<file path="src/design/i4rd_pkg.sv">
// i4rd_pkg: shared widths, codes and the row-result record for the
// int4 x int8 row dot product block. No dependencies.
package i4rd_pkg;

  localparam int ACT_IDX_W  = 12;
  localparam int ACT_W      = 8;
  localparam int WBYTE_W    = 8;
  localparam int SCALE_W    = 32;
  localparam int ELEMS_W    = 13;
  localparam int ROW_W      = 16;
  localparam int SUM_W      = 24;
  localparam int RES_W      = 64;
  localparam int CFG_IDX_W  = 1;
  localparam int CFG_DATA_W = 32;

  // |sum| * |activation scale|: 24 x 32 bits, at most 2^54
  localparam int PROD_W = 56;
  // times |row scale|: at most 2^85
  localparam int FULL_W = 88;
  // after rounding shift or left shift by up to 16 (fraction bits down to 8)
  localparam int MAG_W  = FULL_W + 17;

  localparam logic KIND_ACT    = 1'b0;
  localparam logic KIND_WEIGHT = 1'b1;

  localparam logic [CFG_IDX_W-1:0] CFG_ACT_SCALE = 1'b0;
  localparam logic [CFG_IDX_W-1:0] CFG_ELEMS     = 1'b1;

  localparam logic [SCALE_W-1:0] ACT_SCALE_RST = 32'h0100_0000;
  localparam logic [ELEMS_W-1:0] ELEMS_RST     = 13'd4096;

  // Completed row handed from the accumulator to the scaling pipeline
  typedef struct packed {
    logic                      valid;
    logic [ROW_W-1:0]          row;
    logic signed [SUM_W-1:0]   sum;
    logic signed [SCALE_W-1:0] row_scale;
  } row_done_t;

endpackage

</file>
<file path="src/design/i4rd_row_acc.sv">
// i4rd_row_acc: byte position, row counter and the row accumulator.
// Issues the store read, multiplies the nibbles and closes rows.
// Depends on i4rd_pkg.
module i4rd_row_acc #(
  parameter int MAX_ELEMENTS = 4096,
  localparam int HALF_MAX = MAX_ELEMENTS / 2,
  localparam int BPW = (HALF_MAX > 1) ? $clog2(HALF_MAX) : 1
) (
  input  logic                                clk,
  input  logic                                rst_n,
  input  logic                                advance,
  input  logic                                w_accept,
  input  logic [i4rd_pkg::WBYTE_W-1:0]        weight_byte,
  input  logic signed [i4rd_pkg::SCALE_W-1:0] row_scale,
  input  logic [i4rd_pkg::ELEMS_W-1:0]        elems,
  input  logic signed [i4rd_pkg::ACT_W-1:0]   x_even,
  input  logic signed [i4rd_pkg::ACT_W-1:0]   x_odd,
  output logic [BPW-1:0]                      rd_pos,
  output i4rd_pkg::row_done_t                 done
);
  import i4rd_pkg::*;

  localparam int BPR_W = $clog2(HALF_MAX + 1);
  localparam int CW = (ELEMS_W > $clog2(MAX_ELEMENTS + 1)) ? ELEMS_W
                                                           : $clog2(MAX_ELEMENTS + 1);

  logic [CW-1:0]             elems_clip;
  logic [BPR_W-1:0]          bpr_raw, bpr;
  logic [BPR_W:0]            bp_inc;
  logic                      last;
  logic [BPW-1:0]            bp_r, bp_nxt;
  logic [ROW_W-1:0]          row_cnt_r;

  logic                      v1_r, last1_r;
  logic [WBYTE_W-1:0]        w1_r;
  logic signed [SCALE_W-1:0] rs1_r;
  logic [ROW_W-1:0]          row1_r;

  logic signed [3:0]         n_lo, n_hi;
  logic signed [11:0]        p_lo, p_hi;
  logic [SUM_W-1:0]          acc_r, acc_sum;

  logic                      done_v_r;
  logic [ROW_W-1:0]          done_row_r;
  logic [SUM_W-1:0]          done_sum_r;
  logic signed [SCALE_W-1:0] done_rs_r;

  // bytes per row: clip to the store size, halve, at least one
  assign elems_clip = (CW'(elems) > CW'(MAX_ELEMENTS)) ? CW'(MAX_ELEMENTS) : CW'(elems);
  assign bpr_raw    = BPR_W'(elems_clip >> 1);
  assign bpr        = (bpr_raw == '0) ? BPR_W'(1) : bpr_raw;
  assign bp_inc     = (BPR_W + 1)'(bp_r) + (BPR_W + 1)'(1);
  assign last       = bp_inc >= (BPR_W + 1)'(bpr);
  assign bp_nxt     = last ? '0 : BPW'(bp_inc);
  assign rd_pos     = bp_r;

  assign n_lo    = w1_r[3:0];
  assign n_hi    = w1_r[7:4];
  assign p_lo    = n_lo * x_even;
  assign p_hi    = n_hi * x_odd;
  assign acc_sum = acc_r + {{(SUM_W - 12){p_lo[11]}}, p_lo} + {{(SUM_W - 12){p_hi[11]}}, p_hi};

  always_ff @(posedge clk) begin
    if (!rst_n) begin
      bp_r      <= '0;
      row_cnt_r <= '0;
      v1_r      <= 1'b0;
      acc_r     <= '0;
      done_v_r  <= 1'b0;
    end else if (advance) begin
      v1_r     <= w_accept;
      done_v_r <= v1_r & last1_r;
      if (w_accept) begin
        bp_r <= bp_nxt;
        if (last) begin
          row_cnt_r <= row_cnt_r + 16'd1;
        end
      end
      if (v1_r) begin
        acc_r <= last1_r ? '0 : acc_sum;
      end
    end
  end

  always_ff @(posedge clk) begin
    if (advance) begin
      if (w_accept) begin
        last1_r <= last;
        w1_r    <= weight_byte;
        rs1_r   <= row_scale;
        row1_r  <= row_cnt_r;
      end
      if (v1_r) begin
        done_row_r <= row1_r;
        done_sum_r <= acc_sum;
        done_rs_r  <= rs1_r;
      end
    end
  end

  assign done = '{valid: done_v_r, row: done_row_r, sum: done_sum_r, row_scale: done_rs_r};

  a_bp_bound: assert property (@(posedge clk) disable iff (!rst_n)
    32'(bp_r) < HALF_MAX)
    else $error("byte position ran past the last pair of the store");

  a_acc_cleared: assert property (@(posedge clk) disable iff (!rst_n)
    done_v_r |-> acc_r == '0)
    else $error("accumulator not cleared after a row closed");

  a_row_advance: assert property (@(posedge clk) disable iff (!rst_n)
    (w_accept && last) |=> row_cnt_r == 16'($past(row_cnt_r) + 16'd1))
    else $error("row counter did not advance on a row's last byte");

endmodule

</file>
<file path="config.mk">
export PLATFORM = sky130hd
export DESIGN_NAME = i4rd_row_acc
export DESIGN_NICKNAME = d
export VERILOG_FILES = /design/src/design/i4rd_pkg.sv /design/src/design/i4rd_row_acc.sv
export SDC_FILE = /design/constraint.sdc
export NUM_CORES = 1
export LEC_CHECK = 0
export BUFFER_PORTS_ARGS = -buffer_cell sky130_fd_sc_hd__buf_2
export CORE_MARGIN = 1.5
export CORE_UTILIZATION = 52
export DETAILED_ROUTE_END_ITERATION = 8
export PLACE_DENSITY = 0.74
export SETUP_SLACK_MARGIN = 0.05
export SYNTH_ARGS = -nofsm -noshare
export SYNTH_HDL_FRONTEND = slang
export SYNTH_SLANG_ARGS = --single-unit
</file>
<file path="constraint.sdc">
create_clock -name clk -period 10.1 [get_ports clk]
set_clock_uncertainty 0.1 [all_clocks]
set_input_delay 2.02 -clock clk [delete_from_list [all_inputs] [get_ports clk]]
set_output_delay 2.02 -clock clk [all_outputs]
set_load 0.02 [all_outputs]
</file>
## Yosys cells after proc, flatten, opt, wreduce, memory -nomap -nowiden

Cells that the tools add are included.

| cells by class | value |
|---|---|
| multiplexer cells | 4 |
| bitwise gates (word level) | 1 |
| reductions and logical operators | 4 |
| multiply operators | 2 |
| add/sub/neg operators | 4 |
| magnitude comparators | 2 |

Operators by type and width:

| cell | count |
|---|---|
| adder 24 bit | 2 |
| multiplier 4 x 8 -> 12 bit | 2 |
| 2-to-1 mux 24 bit | 1 |
| adder 16 x 1 -> 16 bit (second input constant) | 1 |
| > comparator 13 bit (second input constant) | 1 |
| 2-to-1 mux 13 bit | 1 |
| adder 11 x 1 -> 12 bit (second input constant) | 1 |
| >= comparator 12 bit | 1 |
| zero test 12 bit | 1 |
| 2-to-1 mux 12 bit | 1 |
| 2-to-1 mux 11 bit | 1 |
| AND reduction 2 bit | 2 |
| AND reduction 3 bit | 1 |
| AND 1 bit | 1 |

| storage, ports and cells | value |
|---|---|
| output and inout bits | 84 |
| logic and storage cells | 29 |
| input bits | 73 |
| bits in registers | 182 |

## Logic depth before layout (Yosys ltp)

| logic depth | value |
|---|---|
| depth after elaboration | 6 |
| gate-level depth with buffers | 28 |
| gate-level depth less buffers | 27 |

## Least setup slack after synthesis

No wires, ideal clock.

| timing path | value |
|---|---|
| kind | input port to flip-flop |
| start point | input x_odd[0] (netlist name) |
| end point | register done_sum_r[23], data pin |
| cell stages on the path | 26 |
| arrival | 8.173 ns |
| path buffers | 1 |
| setup slack | 1.560 ns |
| cell sequence | nand2b_1 fa_1 fa_1 fa_1 inv_1 ha_1 inv_1 fa_1 inv_1 a21oi_1 o21ai_0 a21oi_1 o21bai_1 a21o_1 a21oi_1 xnor2_1 fa_1 ha_1 clkbuf_1 a21oi_1 nor2_1 a2111oi_2 o21ai_2 a21oi_1 nor3b_2 xor2_1 |

| on the way | value |
|---|---|
| cells in the longest elaborated chain, start to end | 2 |

Ends and longest elaborated chain:

| what | RTL line | RTL |
|---|---|---|
| start, declared | i4rd_row_acc.sv:17 | `input logic signed [i4rd_pkg::ACT_W-1:0] x_odd,` |
| multiplier 4 x 8 -> 12 bit | i4rd_row_acc.sv:60 | `assign p_hi = n_hi * x_odd;` |
| adder 24 bit | i4rd_row_acc.sv:61 | `assign acc_sum = acc_r + {{(SUM_W - 12){p_lo[11]}}, p_lo} + {{(SUM_W - 12){p_hi[11]}}, p_hi};` |
| via acc_sum[23] | i4rd_row_acc.sv:41 | `logic [SUM_W-1:0] acc_r, acc_sum;` |
| end signal, assigned | i4rd_row_acc.sv:95 | `done_sum_r <= acc_sum;` |
| end, declared | i4rd_row_acc.sv:45 | `logic [SUM_W-1:0] done_sum_r;` |

The timed path passes the listed nets, and every way through them passes these cells.
A chain may end at the register's enable or synchronous reset.

## Worst setup path after layout

| timing path | value |
|---|---|
| start point | input x_even[0] (netlist name) |
| end point | register done_sum_r[23], data pin |

| on the way | value |
|---|---|
| cells in the longest elaborated chain, start to end | 3 |

Ends and longest elaborated chain:

| what | RTL line | RTL |
|---|---|---|
| start, declared | i4rd_row_acc.sv:16 | `input logic signed [i4rd_pkg::ACT_W-1:0] x_even,` |
| multiplier 4 x 8 -> 12 bit | i4rd_row_acc.sv:59 | `assign p_lo = n_lo * x_even;` |
| adder 24 bit (2 in series) | i4rd_row_acc.sv:61 |  |
| via acc_sum[23] | i4rd_row_acc.sv:41 |  |

The timed path passes the listed nets, and every way through them passes these cells.

==> results by group <==
Timing
  – Sum Neg Setup Slack: 0 ps
  – Unrepaired setup endpoints after global routing: no
  – Top achievable clock speed: 124 MHz
  – Max Slew Vio Count: 0
  – Setup ws final: 2020 ps
  – Final Setup Violations: 0
  – Least-Margin Pin Slew: 1020 ps
  – Final Hold Viols: 0
  – Final Cycle Share: 0.800
  – Max-slew headroom: 0.319
  – Final Critical Period: 8080 ps

Global routing
  – Vias in the first global route: 6,434
  – Gr usage total: 0.193
  – Remaining Overflow, GRT: 0
  – Largest net degree at the start of global routing: 80
  – Initial antenna violation count: 0
  – Global-route wire length before repair: 31,100 µm

Placement
  – Port bufs: 156
  – DP HPWL: 13,800 µm
  – Dpl ws: 1540 ps
  – GPL Wtd Cong: 0.849

Routing
  – Vias: 6,681
  – Via-to-Cell Ratio: 5.18
  – Max Used Layer: met4
  – Met2 WL post-DR: 8850 µm
  – ANT nets after route: 0
  – Avg WL per Cell: 14.8 µm
  – DRC viols: 0
  – Wire length on met1: 8990 µm
  – 1st-pass router iterations: 4
  – Routed wire length on met3: 1010 µm
  – WL final: 19,100 µm
  – Initial DRC count: 329

Clocking
  – Htree depth: 4
  – Worst-Skew Late Latency: 430 ps
  – Clock buffer depth: 2
  – Resize count post-CTS: 0
  – Hold-fix buffers, CTS: 0
  – Number of CTS-inserted buffers: 17
  – Clock sink count: 182
  – Root Buffer: clkbuf_16
  – CTS tree: yes
  – Reg clk slew, reported paths: 70 ps
  – Postcts setup bufs: 0

Yosys
  – Post-Synthesis Cells: 851
  – Async SR Flop Fraction: 0
  – Post-Synthesis Cell Area: 0.0103 mm²
  – Top cell type's share of synthesized area: 0.377
  – YS warnings: 0
  – Seq cells post-synth: 182
  – Synth Flop Type: edfxtp_1
  – Seq/Total Area, Yosys: 0.480
  – Main area contributors after synthesis: edfxtp_1, fa_1, dfxtp_1
  – Top-count cell post-synth: edfxtp_1
  – Synth cell count leaders: edfxtp_1, ha_1, and2_1
  – Mapped Nets: 1,059
  – Cell variety after synth: 64
  – Area leader, netlist: edfxtp_1
  – Syn avg cell area: 12.1 µm²
  – Post-synth EDFFs: 129

Setup path
  – Flop2flop setup slack: 3230 ps
  – Worst r2r dst: done_sum_r[23]$_DFFE_PP_
  – Crit Path Max Fanout: 13
  – Critical Path RT: 10,170 ps
  – CP endpoint kind: flop
  – Data arrival, critical path: 8160 ps
  – Worst R2R Start: w1_r[3]$_DFFE_PP_
  – Setup Crit Path Kind: input port to flop
  – Crit start category: input port
  – Worst Reg-to-Reg Cells: 24

Floorplanning
  – I/O Pins: 157
  – Die X: 144 µm
  – Core area: 0.0194 mm²
  – Die Ht: 144 µm
  – Initial Util: 0.530
  – Row count: 51
  – Die ar.: 0.0206 mm²

Flow run
  – Total of max-cap violations: 0

Min path
  – Hold crit path type: flop to flop
  – Hold Path Sink: done_row_r[3]$_DFFE_PP_
  – Hold path depth: 0
  – Min-delay src: row1_r[3]$_DFFE_PP_

Power and ir drop
  – Overall power: 3.83 mW
  – Pwr/cell area: 320 mW/mm²
  – Peak VDD IR: 216 µV
  – Lkg Pwr: 5.07 nW

Run status
  – Status: finished, final reports clean

Final layout
  – Antenna Cells: 0
  – Area Growth Syn to Fin: 16.4%
  – Layout cells sized above 1: 0.207
  – Fillcell total: 1,574
  – Final net count: 1,220
## area by class of cell
type / count / area [µm²] / share of cell area
multi-input combinational: 590 / 5050 / 0.422
sequential: 182 / 4930 / 0.413
timing repair buffer: 162 / 826 / 0.0690
clock buffer: 17 / 425 / 0.0356
tap: 265 / 332 / 0.0277
inverter: 59 / 223 / 0.0186
clock inverter: 15 / 173 / 0.0144
## state kept, by name (all words and copies together), names as in the netlist
name,count
w1_r,8
row_cnt_r,16
done_sum_r,24
done_rs_r,32
rs1_r,32
rd_pos,11
acc_r,24
v1_r,1
row1_r,16
last1_r,1
done_row_r,16
done_v_r,1
## stage by stage
step	util	cell area [µm²]	instances	hold slack, ps
2_1_floorplan	-	10300	851	300
3_3_place_gp	0.586	11400	1258	300
3_5_place_dp	0.586	11400	1258	305
4_1_cts	0.617	12000	1290	313
5_1_grt	0.617	12000	1290	319
6_report	0.617	12000	1290	313
## where the power goes
group	total (mW)	switching [mW]	internal (mW)
clock	0.652	0.317	0.335
combinational	2.17	1.27	0.900
sequential	1.01	0.0291	0.976
total	3.83	1.61	2.21
## kinds of logic after synthesis
family / count (synthesis) / share of synthesized area
XOR/XNOR: 65 / 0.0561
adder cells (fa/ha/maj): 135 / 0.207
AND/OR/NAND/NOR: 247 / 0.131
buffers and inverters: 79 / 0.0292
AO/OA/AOI/OAI: 142 / 0.0952
multiplexers: 1 / 0.00110
flip-flops: 182 / 0.480
## critical path: stages
cell and delay (ps):
buf_2 110, nand2b_1 160, fa_1 520, fa_1 540
inv_1 50, fa_1 450, ha_1 230, fa_1 400
a21o_1 170, a21oi_1 210, o21bai_1 90, a21oi_1 220
o21bai_1 90, a21oi_1 240, xnor2_2 140, buf_4 290
fa_1 470, ha_1 400, nand3_1 180, o31ai_2 340
a2111oi_2 130, o21ai_2 220, a21oi_1 100, nor3b_2 260
xor2_1 100
## cell usage in the layout, fill, tap and decap left out, types with 3 or more instances in the layout
cell type,count
a211oi_2,3
nand3_1,29
clkinv_8,4
a21oi_1,38
a22oi_1,17
xnor2_1,49
buf_4,6
o21bai_1,10
edfxtp_1,129
nor3b_1,3
nand4_1,10
and3_1,7
fa_1,58
dfxtp_1,53
inv_8,5
clkinv_2,3
nor2_1,21
a211oi_1,3
buf_2,156
nand2_1,50
nand3b_1,5
a21boi_0,6
ha_1,77
xor2_1,14
nand2b_1,6
nor3_1,7
nor2b_1,31
clkbuf_16,17
and2_1,64
o21ai_0,23
inv_1,56
a21o_1,16
## metal layers
metal	vias to the layer above	GRT usage
li1	3314	-
met1	3171	0.260
met2	174	0.309
met3	22	0.0413
met4	0	0.0687
met5	-	0
## worst max-delay path by stage
stage	to	slack (ps)	cells after the start	start
2_1_floorplan	done_sum_r[23]$_DFFE_PP_	1560	26	x_odd[0]
6_report	done_sum_r[23]$_DFFE_PP_	2020	25	x_even[0]
4_1_cts	done_sum_r[23]$_DFFE_PP_	2000	25	x_even[0]
3_5_place_dp	done_sum_r[23]$_DFFE_PP_	1540	25	x_even[0]
5_1_grt	acc_r[23]$_SDFFE_PN0P_	1660	26	x_even[0]
3_3_place_gp	done_sum_r[23]$_DFFE_PP_	1680	25	x_even[0]
Note: power is estimated with default switching activity, not from simulation.
